[config.mk]
export PLATFORM = sky130hd
export DESIGN_NAME = bitmap_bit_ops_and_search
export DESIGN_NICKNAME = d
export VERILOG_FILES = /design/src/hdl/bmbs_pkg.sv /design/src/hdl/bmbs_ram.sv /design/src/hdl/bmbs_front.sv /design/src/hdl/bmbs_queue.sv /design/src/hdl/bmbs_back.sv /design/src/hdl/bitmap_bit_ops_and_search.sv
export SDC_FILE = /design/constraint.sdc
export NUM_CORES = 2
export LEC_CHECK = 0
export BUFFER_PORTS_ARGS = -buffer_cell sky130_fd_sc_hd__buf_2
export CORE_MARGIN = 2
export CORE_UTILIZATION = 63
export CTS_CLUSTER_DIAMETER = 120
export CTS_CLUSTER_SIZE = 12
export DETAILED_ROUTE_END_ITERATION = 8
export HOLD_SLACK_MARGIN = 0.02
export PLACE_DENSITY = 0.85
export SLEW_MARGIN = 40
export SYNTH_ARGS = -nofsm -noshare
export SYNTH_HDL_FRONTEND = slang
export SYNTH_SLANG_ARGS = --single-unit
[constraint.sdc]
create_clock -name clk -period 5 [get_ports clk]
set_input_delay 0.5 -clock clk [delete_from_list [all_inputs] [get_ports clk]]
set_output_delay 0.5 -clock clk [all_outputs]
set_load 0.005 [all_outputs]
[src/hdl/bmbs_pkg.sv]
package bmbs_pkg;

  // field widths fixed by the port list
  localparam int OP_W    = 3;
  localparam int IDX_W   = 10;
  localparam int POS_W   = 11;
  // widest map word index and bit offset over the legal parameter range
  localparam int WIDX_W  = 10;
  localparam int OFF_W   = 6;

  // request codes
  localparam logic [OP_W-1:0] OP_TEST = 3'd0;
  localparam logic [OP_W-1:0] OP_TSET = 3'd1;
  localparam logic [OP_W-1:0] OP_TCLR = 3'd2;
  localparam logic [OP_W-1:0] OP_FNS  = 3'd3;
  localparam logic [OP_W-1:0] OP_FFC  = 3'd4;

  // classified request, passed from front end to back end
  typedef struct packed {
    logic [OP_W-1:0]   op;
    logic              imm;         // answer known without touching the map
    logic [WIDX_W-1:0] word_first;  // first map word to read
    logic [WIDX_W-1:0] word_last;   // last map word of a search
    logic [OFF_W-1:0]  off_first;   // bit offset in first word
    logic [OFF_W-1:0]  off_last;    // bit offset of last bit searched
    logic [POS_W-1:0]  base;        // bit number of bit 0 of first word
    logic [POS_W-1:0]  lim;         // saturated search limit
  } cmd_t;

endpackage

[src/hdl/bmbs_ram.sv]
module bmbs_ram #(
  parameter int WIDTH = 64,
  parameter int DEPTH = 16
) (
  input  logic                                   clk,
  input  logic                                   we,
  input  logic [(DEPTH > 1 ? $clog2(DEPTH) : 1)-1:0] waddr,
  input  logic [WIDTH-1:0]                       wdata,
  input  logic [(DEPTH > 1 ? $clog2(DEPTH) : 1)-1:0] raddr,
  output logic [WIDTH-1:0]                       rdata
);

  logic [WIDTH-1:0] mem [DEPTH];

  // one write port, one registered read port
  always_ff @(posedge clk) begin
    if (we) begin
      mem[waddr] <= wdata;
    end
    rdata <= mem[raddr];
  end

endmodule

[src/hdl/bmbs_front.sv]
module bmbs_front #(
  parameter int WORD_BITS = 64,
  parameter int MAP_WORDS = 16
) (
  input  logic                        clk,
  input  logic                        rst,
  input  logic                        in_valid,
  output logic                        in_ready,
  input  logic [bmbs_pkg::OP_W-1:0]   op,
  input  logic [bmbs_pkg::IDX_W-1:0]  bit_index,
  input  logic [bmbs_pkg::POS_W-1:0]  search_limit,
  output logic                        push,
  output bmbs_pkg::cmd_t              cmd,
  input  logic                        full
);

  localparam int POS_W      = bmbs_pkg::POS_W;
  localparam int IDX_W      = bmbs_pkg::IDX_W;
  localparam int OFF_W      = bmbs_pkg::OFF_W;
  localparam int WIDX_W     = bmbs_pkg::WIDX_W;
  localparam int TOTAL_BITS = WORD_BITS * MAP_WORDS;
  localparam int TOT_W      = $clog2(TOTAL_BITS + 1);
  localparam int CMP_W      = (TOT_W > POS_W) ? TOT_W : POS_W;
  // reciprocal of the word size; exact for all 11-bit dividends
  localparam int RCP_SH     = 22;
  localparam int RECIP      = ((1 << RCP_SH) + WORD_BITS - 1) / WORD_BITS;

  logic [CMP_W-1:0]  lim_ext;
  logic [CMP_W-1:0]  idx_ext;
  logic [POS_W-1:0]  lim_sat;
  logic [POS_W-1:0]  lim_m1;
  logic [31:0]       prod_idx;
  logic [31:0]       prod_end;

  logic              s1_valid;
  logic [2:0]        s1_op;
  logic [IDX_W-1:0]  s1_idx;
  logic [POS_W-1:0]  s1_lim;
  logic [POS_W-1:0]  s1_lm1;
  logic              s1_inside;
  logic [WIDX_W-1:0] s1_qi;
  logic [WIDX_W-1:0] s1_qe;

  logic [POS_W-1:0]  base_i;
  logic [POS_W-1:0]  base_e;
  logic [POS_W-1:0]  rem_i;
  logic [POS_W-1:0]  rem_e;
  logic              imm;

  // stage 1: saturate limit, word numbers by reciprocal multiply
  always_comb begin
    lim_ext  = CMP_W'(search_limit);
    idx_ext  = CMP_W'(bit_index);
    lim_sat  = (lim_ext > CMP_W'(TOTAL_BITS)) ? POS_W'(TOTAL_BITS) : search_limit;
    lim_m1   = lim_sat - POS_W'(1);
    prod_idx = 32'(bit_index) * 32'(RECIP);
    prod_end = 32'(lim_m1) * 32'(RECIP);
  end

  assign in_ready = !s1_valid || !full;
  assign push     = s1_valid && !full;

  always_ff @(posedge clk) begin
    if (rst) begin
      s1_valid <= 1'b0;
    end else if (in_ready) begin
      s1_valid <= in_valid;
    end
  end

  always_ff @(posedge clk) begin
    if (in_valid && in_ready) begin
      s1_op     <= op;
      s1_idx    <= bit_index;
      s1_lim    <= lim_sat;
      s1_lm1    <= lim_m1;
      s1_inside <= idx_ext < CMP_W'(TOTAL_BITS);
      s1_qi     <= prod_idx[RCP_SH+WIDX_W-1:RCP_SH];
      s1_qe     <= prod_end[RCP_SH+WIDX_W-1:RCP_SH];
    end
  end

  // stage 2: bit offsets and the cases answered without a scan
  always_comb begin
    base_i = POS_W'(s1_qi * WORD_BITS);
    base_e = POS_W'(s1_qe * WORD_BITS);
    rem_i  = POS_W'(s1_idx) - base_i;
    rem_e  = s1_lm1 - base_e;
    case (s1_op)
      bmbs_pkg::OP_TEST,
      bmbs_pkg::OP_TSET,
      bmbs_pkg::OP_TCLR: imm = !s1_inside;
      bmbs_pkg::OP_FNS:  imm = POS_W'(s1_idx) >= s1_lim;
      bmbs_pkg::OP_FFC:  imm = s1_lim == '0;
      default:           imm = 1'b1;
    endcase
  end

  always_comb begin
    cmd.op        = s1_op;
    cmd.imm       = imm;
    cmd.word_last = s1_qe;
    cmd.off_last  = rem_e[OFF_W-1:0];
    cmd.lim       = s1_lim;
    if (s1_op == bmbs_pkg::OP_FFC) begin
      cmd.word_first = '0;
      cmd.off_first  = '0;
      cmd.base       = '0;
    end else begin
      cmd.word_first = s1_qi;
      cmd.off_first  = rem_i[OFF_W-1:0];
      cmd.base       = base_i;
    end
  end

endmodule

[src/hdl/bmbs_queue.sv]
module bmbs_queue (
  input  logic           clk,
  input  logic           rst,
  input  logic           push,
  input  bmbs_pkg::cmd_t push_cmd,
  output logic           full,
  input  logic           pop,
  output logic           empty,
  output bmbs_pkg::cmd_t head
);

  bmbs_pkg::cmd_t entries [2];
  logic           wr_ptr;
  logic           rd_ptr;
  logic [1:0]     count;

  assign full  = count == 2'd2;
  assign empty = count == 2'd0;
  assign head  = entries[rd_ptr];

  // two-entry queue between classifier and map engine
  always_ff @(posedge clk) begin
    if (rst) begin
      wr_ptr <= 1'b0;
      rd_ptr <= 1'b0;
      count  <= 2'd0;
    end else begin
      if (push) begin
        wr_ptr <= !wr_ptr;
      end
      if (pop) begin
        rd_ptr <= !rd_ptr;
      end
      case ({push, pop})
        2'b10:   count <= count + 2'd1;
        2'b01:   count <= count - 2'd1;
        default: count <= count;
      endcase
    end
  end

  always_ff @(posedge clk) begin
    if (push) begin
      entries[wr_ptr] <= push_cmd;
    end
  end

endmodule

[src/hdl/bmbs_back.sv]
module bmbs_back #(
  parameter int WORD_BITS = 64,
  parameter int MAP_WORDS = 16
) (
  input  logic                       clk,
  input  logic                       rst,
  input  logic                       empty,
  input  bmbs_pkg::cmd_t             head,
  output logic                       pop,
  output logic                       out_valid,
  input  logic                       out_ready,
  output logic                       old_bit,
  output logic [bmbs_pkg::POS_W-1:0] found_position
);

  localparam int POS_W = bmbs_pkg::POS_W;
  localparam int AW    = (MAP_WORDS > 1) ? $clog2(MAP_WORDS) : 1;
  localparam int BW    = $clog2(WORD_BITS);

  localparam logic [1:0] S_CLEAR = 2'd0;
  localparam logic [1:0] S_IDLE  = 2'd1;
  localparam logic [1:0] S_TEST  = 2'd2;
  localparam logic [1:0] S_SCAN  = 2'd3;

  logic [1:0]           state;
  logic [1:0]           state_next;
  logic [AW-1:0]        clr_cnt;
  bmbs_pkg::cmd_t       cur;
  logic [AW-1:0]        dword;
  logic [POS_W-1:0]     base;

  logic                 we;
  logic [AW-1:0]        waddr;
  logic [WORD_BITS-1:0] wdata;
  logic [AW-1:0]        raddr;
  logic [WORD_BITS-1:0] rdata;

  logic                 out_free;
  logic [BW-1:0]        cur_off;
  logic                 cur_bit;
  logic [WORD_BITS-1:0] bit_sel;
  logic [WORD_BITS-1:0] cand;
  logic [WORD_BITS-1:0] scan_mask;
  logic [WORD_BITS-1:0] hit;
  logic [WORD_BITS-1:0] low;
  logic [BW-1:0]        bitpos;
  logic                 is_first;
  logic                 is_last;
  logic [POS_W-1:0]     scan_pos;
  logic                 is_find;
  logic                 res_load;
  logic                 res_old;
  logic [POS_W-1:0]     res_pos;

  bmbs_ram #(
    .WIDTH (WORD_BITS),
    .DEPTH (MAP_WORDS)
  ) u_map (
    .clk   (clk),
    .we    (we),
    .waddr (waddr),
    .wdata (wdata),
    .raddr (raddr),
    .rdata (rdata)
  );

  assign out_free = !out_valid || out_ready;
  assign pop      = (state == S_IDLE) && !empty && out_free;
  assign is_find  = (head.op == bmbs_pkg::OP_FNS) || (head.op == bmbs_pkg::OP_FFC);

  // single-bit access
  always_comb begin
    cur_off = cur.off_first[BW-1:0];
    cur_bit = rdata[cur_off];
    bit_sel = {{(WORD_BITS-1){1'b0}}, 1'b1} << cur_off;
  end

  // search window inside the current map word, lowest hit
  always_comb begin
    is_first = dword == cur.word_first[AW-1:0];
    is_last  = dword == cur.word_last[AW-1:0];
    cand     = (cur.op == bmbs_pkg::OP_FFC) ? ~rdata : rdata;
    for (int i = 0; i < WORD_BITS; i++) begin
      scan_mask[i] = (!is_first || (BW'(i) >= cur.off_first[BW-1:0])) &&
                     (!is_last  || (BW'(i) <= cur.off_last[BW-1:0]));
    end
    hit    = cand & scan_mask;
    low    = hit & (~hit + {{(WORD_BITS-1){1'b0}}, 1'b1});
    bitpos = '0;
    for (int i = 0; i < WORD_BITS; i++) begin
      if (low[i]) begin
        bitpos = bitpos | BW'(i);
      end
    end
    scan_pos = base + POS_W'(bitpos);
  end

  // sequencer: clearing pass, immediate answers, single-bit access, word-by-word scan
  always_comb begin
    state_next = state;
    we         = 1'b0;
    waddr      = clr_cnt;
    wdata      = '0;
    raddr      = head.word_first[AW-1:0];
    res_load   = 1'b0;
    res_old    = 1'b0;
    res_pos    = '0;
    case (state)
      S_CLEAR: begin
        we = 1'b1;
        if (clr_cnt == AW'(MAP_WORDS - 1)) begin
          state_next = S_IDLE;
        end
      end
      S_IDLE: begin
        if (pop) begin
          if (head.imm) begin
            res_load = 1'b1;
            res_pos  = is_find ? head.lim : '0;
          end else if (is_find) begin
            state_next = S_SCAN;
          end else begin
            state_next = S_TEST;
          end
        end
      end
      S_TEST: begin
        res_load   = 1'b1;
        res_old    = cur_bit;
        waddr      = dword;
        state_next = S_IDLE;
        if (cur.op == bmbs_pkg::OP_TSET) begin
          we    = 1'b1;
          wdata = rdata | bit_sel;
        end else if (cur.op == bmbs_pkg::OP_TCLR) begin
          we    = 1'b1;
          wdata = rdata & ~bit_sel;
        end
      end
      S_SCAN: begin
        raddr = dword + AW'(1);
        if (|hit) begin
          res_load   = 1'b1;
          res_pos    = scan_pos;
          state_next = S_IDLE;
        end else if (is_last) begin
          res_load   = 1'b1;
          res_pos    = cur.lim;
          state_next = S_IDLE;
        end
      end
      default: begin
        state_next = S_IDLE;
      end
    endcase
  end

  always_ff @(posedge clk) begin
    if (rst) begin
      state     <= S_CLEAR;
      clr_cnt   <= '0;
      out_valid <= 1'b0;
    end else begin
      state <= state_next;
      if (state == S_CLEAR) begin
        clr_cnt <= clr_cnt + AW'(1);
      end
      if (res_load) begin
        out_valid <= 1'b1;
      end else if (out_ready) begin
        out_valid <= 1'b0;
      end
    end
  end

  // request context and scan position
  always_ff @(posedge clk) begin
    if (pop) begin
      cur   <= head;
      dword <= head.word_first[AW-1:0];
      base  <= head.base;
    end else if (state == S_SCAN) begin
      dword <= dword + AW'(1);
      base  <= base + POS_W'(WORD_BITS);
    end
    if (res_load) begin
      old_bit        <= res_old;
      found_position <= res_pos;
    end
  end

`ifndef SYNTHESIS
  a_write_state: assert property (@(posedge clk) disable iff (rst)
    we |-> (state == S_CLEAR) || (state == S_TEST))
    else $error("map written outside clear pass or bit update");

  a_no_pop_clear: assert property (@(posedge clk) disable iff (rst)
    (state == S_CLEAR) |-> !pop)
    else $error("request taken during clearing pass");

  a_pop_out_free: assert property (@(posedge clk) disable iff (rst)
    pop |-> out_free)
    else $error("request started with result register occupied");

  a_found_below_lim: assert property (@(posedge clk) disable iff (rst)
    ((state == S_SCAN) && (|hit)) |-> (scan_pos < cur.lim))
    else $error("search hit at or past limit");

  a_result_once: assert property (@(posedge clk) disable iff (rst)
    res_load |=> out_valid && (state != S_TEST) && (state != S_SCAN))
    else $error("engine still busy after giving its result");
`endif

endmodule

[src/hdl/bitmap_bit_ops_and_search.sv]
// Bitmap of WORD_BITS * MAP_WORDS bits with bit test/update and searches.
// Input channel (in_valid/in_ready): op, bit_index, search_limit. Output
// channel (out_valid/out_ready): old_bit, found_position, one word per request.
// A front end registers each request, saturates the limit and splits bit
// numbers into map word and offset; a two-entry queue feeds the back end,
// which holds the map in a single-port-write, registered-read RAM.
// The back end takes one request at a time: a test op reads its map word and
// writes it back for set/clear, a request answered without the map (unknown
// op, limit/offset out of range) is answered from the idle state, and a search
// reads map words in turn, one RAM read per cycle, until a hit or its last word.
// After reset the back end runs a clearing pass that zeroes all MAP_WORDS map
// words; requests are queued meanwhile (up to three held).
// The result register holds while out_ready is low; the front end keeps
// accepting until its stage and the queue are full.
module bitmap_bit_ops_and_search #(
  parameter int WORD_BITS = 64,
  parameter int MAP_WORDS = 16
) (
  input  logic                        clk,
  input  logic                        rst,
  input  logic                        in_valid,
  output logic                        in_ready,
  input  logic [bmbs_pkg::OP_W-1:0]   op,
  input  logic [bmbs_pkg::IDX_W-1:0]  bit_index,
  input  logic [bmbs_pkg::POS_W-1:0]  search_limit,
  output logic                        out_valid,
  input  logic                        out_ready,
  output logic                        old_bit,
  output logic [bmbs_pkg::POS_W-1:0]  found_position
);

  logic           push;
  logic           full;
  logic           pop;
  logic           empty;
  bmbs_pkg::cmd_t push_cmd;
  bmbs_pkg::cmd_t head;

  bmbs_front #(
    .WORD_BITS (WORD_BITS),
    .MAP_WORDS (MAP_WORDS)
  ) u_front (
    .clk          (clk),
    .rst          (rst),
    .in_valid     (in_valid),
    .in_ready     (in_ready),
    .op           (op),
    .bit_index    (bit_index),
    .search_limit (search_limit),
    .push         (push),
    .cmd          (push_cmd),
    .full         (full)
  );

  bmbs_queue u_queue (
    .clk      (clk),
    .rst      (rst),
    .push     (push),
    .push_cmd (push_cmd),
    .full     (full),
    .pop      (pop),
    .empty    (empty),
    .head     (head)
  );

  bmbs_back #(
    .WORD_BITS (WORD_BITS),
    .MAP_WORDS (MAP_WORDS)
  ) u_back (
    .clk            (clk),
    .rst            (rst),
    .empty          (empty),
    .head           (head),
    .pop            (pop),
    .out_valid      (out_valid),
    .out_ready      (out_ready),
    .old_bit        (old_bit),
    .found_position (found_position)
  );

endmodule
==> parameters.txt <==
Parameter                              Value

GRT
  Number of global-route vias before repair ... 32194
  Global routing usage summed across all routing layers ... 0.3725
  Remaining Overflow, GRT ... 0
  First-pass GRT wire length ... 228100 um
  Antenna violations before repair ... 1
  Maximum number of pins on one net before global-route repair ... 73

STA
  Portion of the clock cycle consumed by the worst path in the final layout ... 0.9606
  Highest clock rate ... approximately 210 MHz
  Count of endpoints failing hold in the final timing report ... 0
  Setup repair after global routing missed its margin ... no
  Final number of setup-violating endpoints ... 0
  Setup TNS ... 0 ps
  Final critical delay including setup and external delays ... about 4800 ps
  Slew @ Worst Pin ... 901.6 ps
  Pins over their slew limit ... 0
  Tightest hold margin ... 122.5 ps
  Max-Slew Margin vs Limit ... 0.3975
  Post-Route Skew ... 54.39 ps

Placement
  Dpl hpwl ... 95380 um
  Placer's final routability congestion estimate ... 0.9514
  Count of input and output buffers ... around 40

Cells and area
  Final net count ... about 3300
  Share of final-layout standard cells stronger than drive strength 1 ... 0.2184
  Layout area overhead ... 12.17%
  Filler Cells Inserted ... approximately 4800

Detailed routing
  Final routed wire length divided by cell count ... 35.73 um
  Detailed Route WL ... 159500 um
  Via count of the routed design ... 32512
  Number of DRC markers in iteration 0 ... around 5000
  TritonRoute pass-1 iters ... 6
  Number of antenna-violating nets in the routed design ... 0
  Number of vias per cell after detailed routing ... 7.282
  Post-route DRC violation count ... 0

Floorplanning
  Height of the chip ... 293.8 um
  Horizontal extent of the die ... 293.8 um
  Effective utilization at floorplan ... 0.6341
  Standard-cell rows ... between 100 and 150
  Placeable core region ... 83420 sq um
  Area of the die ... 86290 sq um
  Top Ports ... 42

Clocking
  # clock sinks ... approximately 1300
  Insertion delay to the later sink of the worst-skew pair ... 720 ps
  TritonCTS buffer count ... 115
  TritonCTS clock tree ... yes
  Root Buffer Master ... clkbuf_16
  Max Buffers Root-to-Sink ... 3
  Clock-pin slew reported for the worst setup and hold paths after clock tree synthesis ... 70 ps
  H-tree depth ... 3

Flow run
  Count of maximum capacitance violations ... 0

Yosys
  Netlist cell types ... between 80 and 90
  FF+latch count, synth ... 1260
  Sequential-to-total area share from yosys stat ... 0.7007
  Syn nets ... 3191
  Proportion of register bits with asynchronous set or reset after synthesis ... 0
  Post-synthesis area per instance ... roughly 17 sq um
  Syn Std Cell Area ... 52890 sq um
  Total number of yosys warnings ... 0
  Number of synthesized flops with an enable pin ... around 1200
  Main synth FF type ... edfxtp_1
  Number of instances in the synthesized netlist ... 3149

Pwr
  Power density cells ... between 300 and 400 nW/um^2
  Total leakage power ... roughly 18 nW
  Peak VDD IR ... 0.4487 mV

Setup path
  Slowest cell on the critical path ... edfxtp_1
  Capturing element type of the critical path ... flop
  Critical Path Source Type ... flop
  Highest fanout seen on the critical path ... 22
  CP bufs+invs ... 1
  Crit path max-delay family ... simple AND/OR/NAND/NOR gates
  CP most frequent cell ... a21oi_1
  Start-to-end type of the worst setup path ... flop to flop
  Stage delay of the slowest cell on the critical path ... between 900 and 1000 ps
  Required time at the worst-slack endpoint ... 5320 ps
  CP Cell Sequence ... buf_4 > and2_1 > nor3_1 > a211o_1 > a21oi_1 > a21oi_1 > nor4b_4 > nand4_2 > or3b_1 > o31ai_1 > nand2_1
  Endpoint arrival time on the critical path ... 5120 ps

Status
  Status ... complete, no violations

Hold path
  Class of the most critical hold timing path ... input port to flop
==> metal layers <==
layer,up-vias,part of all wire,GRT usage
li1,12865,-,-
met1,16511,0.36,0.5173
met2,2685,0.49,0.5957
met3,451,0.11,0.06782
met4,0,0.044,0.1476
met5,-,0,0
==> worst reg2reg max path, stage by stage, from the launching register on <==
cell	delay, ps
edfxtp_1	920
buf_4	400
and2_1	380
nor3_1	120
a211o_1	300
a21oi_1	290
a21oi_1	150
nor4b_4	600
nand4_2	150
or3b_1	480
o31ai_1	300
nand2_1	360
==> logic make-up after synthesis <==
| logic type | Yosys count | synth area share |
|---|---|---|
| flops | 1260 | 0.7007 |
| compound gates | 596 | 0.06895 |
| buf+inv | 235 | 0.01786 |
| xor+xnor | 88 | 0.01486 |
| simple gates | 578 | 0.05644 |
| mux | 378 | 0.1378 |
| fa+ha+maj | 14 | 0.003312 |
==> synth_stat cells (8+ instances only) <==
master    count  share of area
buf_2        23         0.0022
or3_1        16         0.0019
nor4_1       15         0.0018
o21ai_0     164          0.016
dfxtp_1      77          0.029
and2_1       19         0.0022
nand3b_1     10         0.0014
mux2i_1      68          0.013
nand3_1      37         0.0035
a21oi_1     200          0.019
nor3_1       42         0.0040
mux4_2      277           0.12
mux2_2       33         0.0070
a31oi_1      17         0.0020
xor2_1       24         0.0040
and3_1       15         0.0018
o21a_1        9         0.0013
nor2_1      153          0.011
nor2b_1      88          0.010
o31ai_1      10         0.0014
o211a_1      13         0.0025
a211o_1       8         0.0013
a211oi_1     75          0.011
nand2b_1      9         0.0011
nand2_1     109         0.0077
inv_1        33         0.0023
buf_1        48         0.0034
nor3b_1      12         0.0017
nand4_1      10         0.0012
o211ai_1     10         0.0014
clkbuf_1    121         0.0086
ha_1         14         0.0033
a21o_1       11         0.0016
o21ai_1      13         0.0012
edfxtp_1   1183           0.67
xnor2_1      62          0.010
==> what timing repair did <==
item	CTS	global route
setup buffers	0	0
hold buffers	14	0
resized for setup	0	0
endpoints found under the hold margin	14	0
==> metrics by stage <==
step	cell area (sq um)	utilization	setup slack (ps)	power [W]	instances
after floorplan	52890	-	453.2	0.01274	3149
after global placement	55450	0.6647	344.1	0.01318	4230
after detailed placement	55690	0.6675	304.2	0.01325	4234
after CTS	59230	0.7100	276.3	0.02138	4464
after global routing	59330	0.7112	51.73	0.02180	4464
final	59330	0.7112	197.0	0.02139	4465
==> cell usage in the layout (no fill, tap or decap), types with 62 or more instances in the layout <==
master | Yosys | layout
clkbuf_1 | 121 | 93
a211oi_1 | 75 | 75
xnor2_1 | 62 | 62
clkbuf_16 | 0 | 118
mux2i_1 | 68 | 67
o21ai_0 | 164 | 164
a21oi_1 | 200 | 153
nor2_1 | 153 | 135
nand2_1 | 109 | 108
mux4_2 | 277 | 277
edfxtp_1 | 1183 | 1183
dfxtp_1 | 77 | 77
nor2b_1 | 88 | 87
buf_4 | 7 | 126
==> registers in the layout (all words and copies together) (netlist names), named ones only <==
signal / flops
u_back.base: 5
u_back.clr_cnt: 4
u_back.cur: 28
u_back.cur_off: 6
u_back.dword: 4
u_back.found_position: 11
u_back.old_bit: 1
u_back.out_valid: 1
u_back.state: 2
u_back.u_map.mem: 1024
u_back.u_map.rdata: 64
u_front.s1_idx: 10
u_front.s1_lim: 11
u_front.s1_lm1: 6
u_front.s1_op: 3
u_front.s1_qe: 4
u_front.s1_valid: 1
u_queue.count: 2
u_queue.entries: 70
u_queue.rd_ptr: 1
u_queue.wr_ptr: 1
==> worst paths after layout <==
kind / slack, ps / to / from / cells after the start
min: 120 / u_front.s1_lim[10] / search_limit[10] / 1
min reg2reg: 430 / u_queue.entries[0][25] / u_front.s1_lm1[4] / 0
max reg2reg: 200 / u_back.found_position[3] / u_back.cur_off[2] / 11
max: 200 / u_back.found_position[3] / u_back.cur_off[2] / 11
==> power by group <==
part	internal [W]	leakage [nW]	switching [W]	total [W]
clock	0.00443	1.61	0.00385	0.00828
sequential	0.0117	10.4	0.000220	0.0119
combinational	0.000464	5.81	0.000706	0.00117
==> area by class of cell <==
type	instances	area (sq um)	area share
antenna	1	2.502	0.00004218
tap	1080	1351	0.02278
timing repair buffer	219	2061	0.03473
inverter	35	131.4	0.002214
clock inverter	5	100.1	0.001687
sequential	1260	37070	0.6247
clock buffer	211	3302	0.05565
multi-input combinational	1654	15320	0.2582
(Power assumes the default switching activity.)
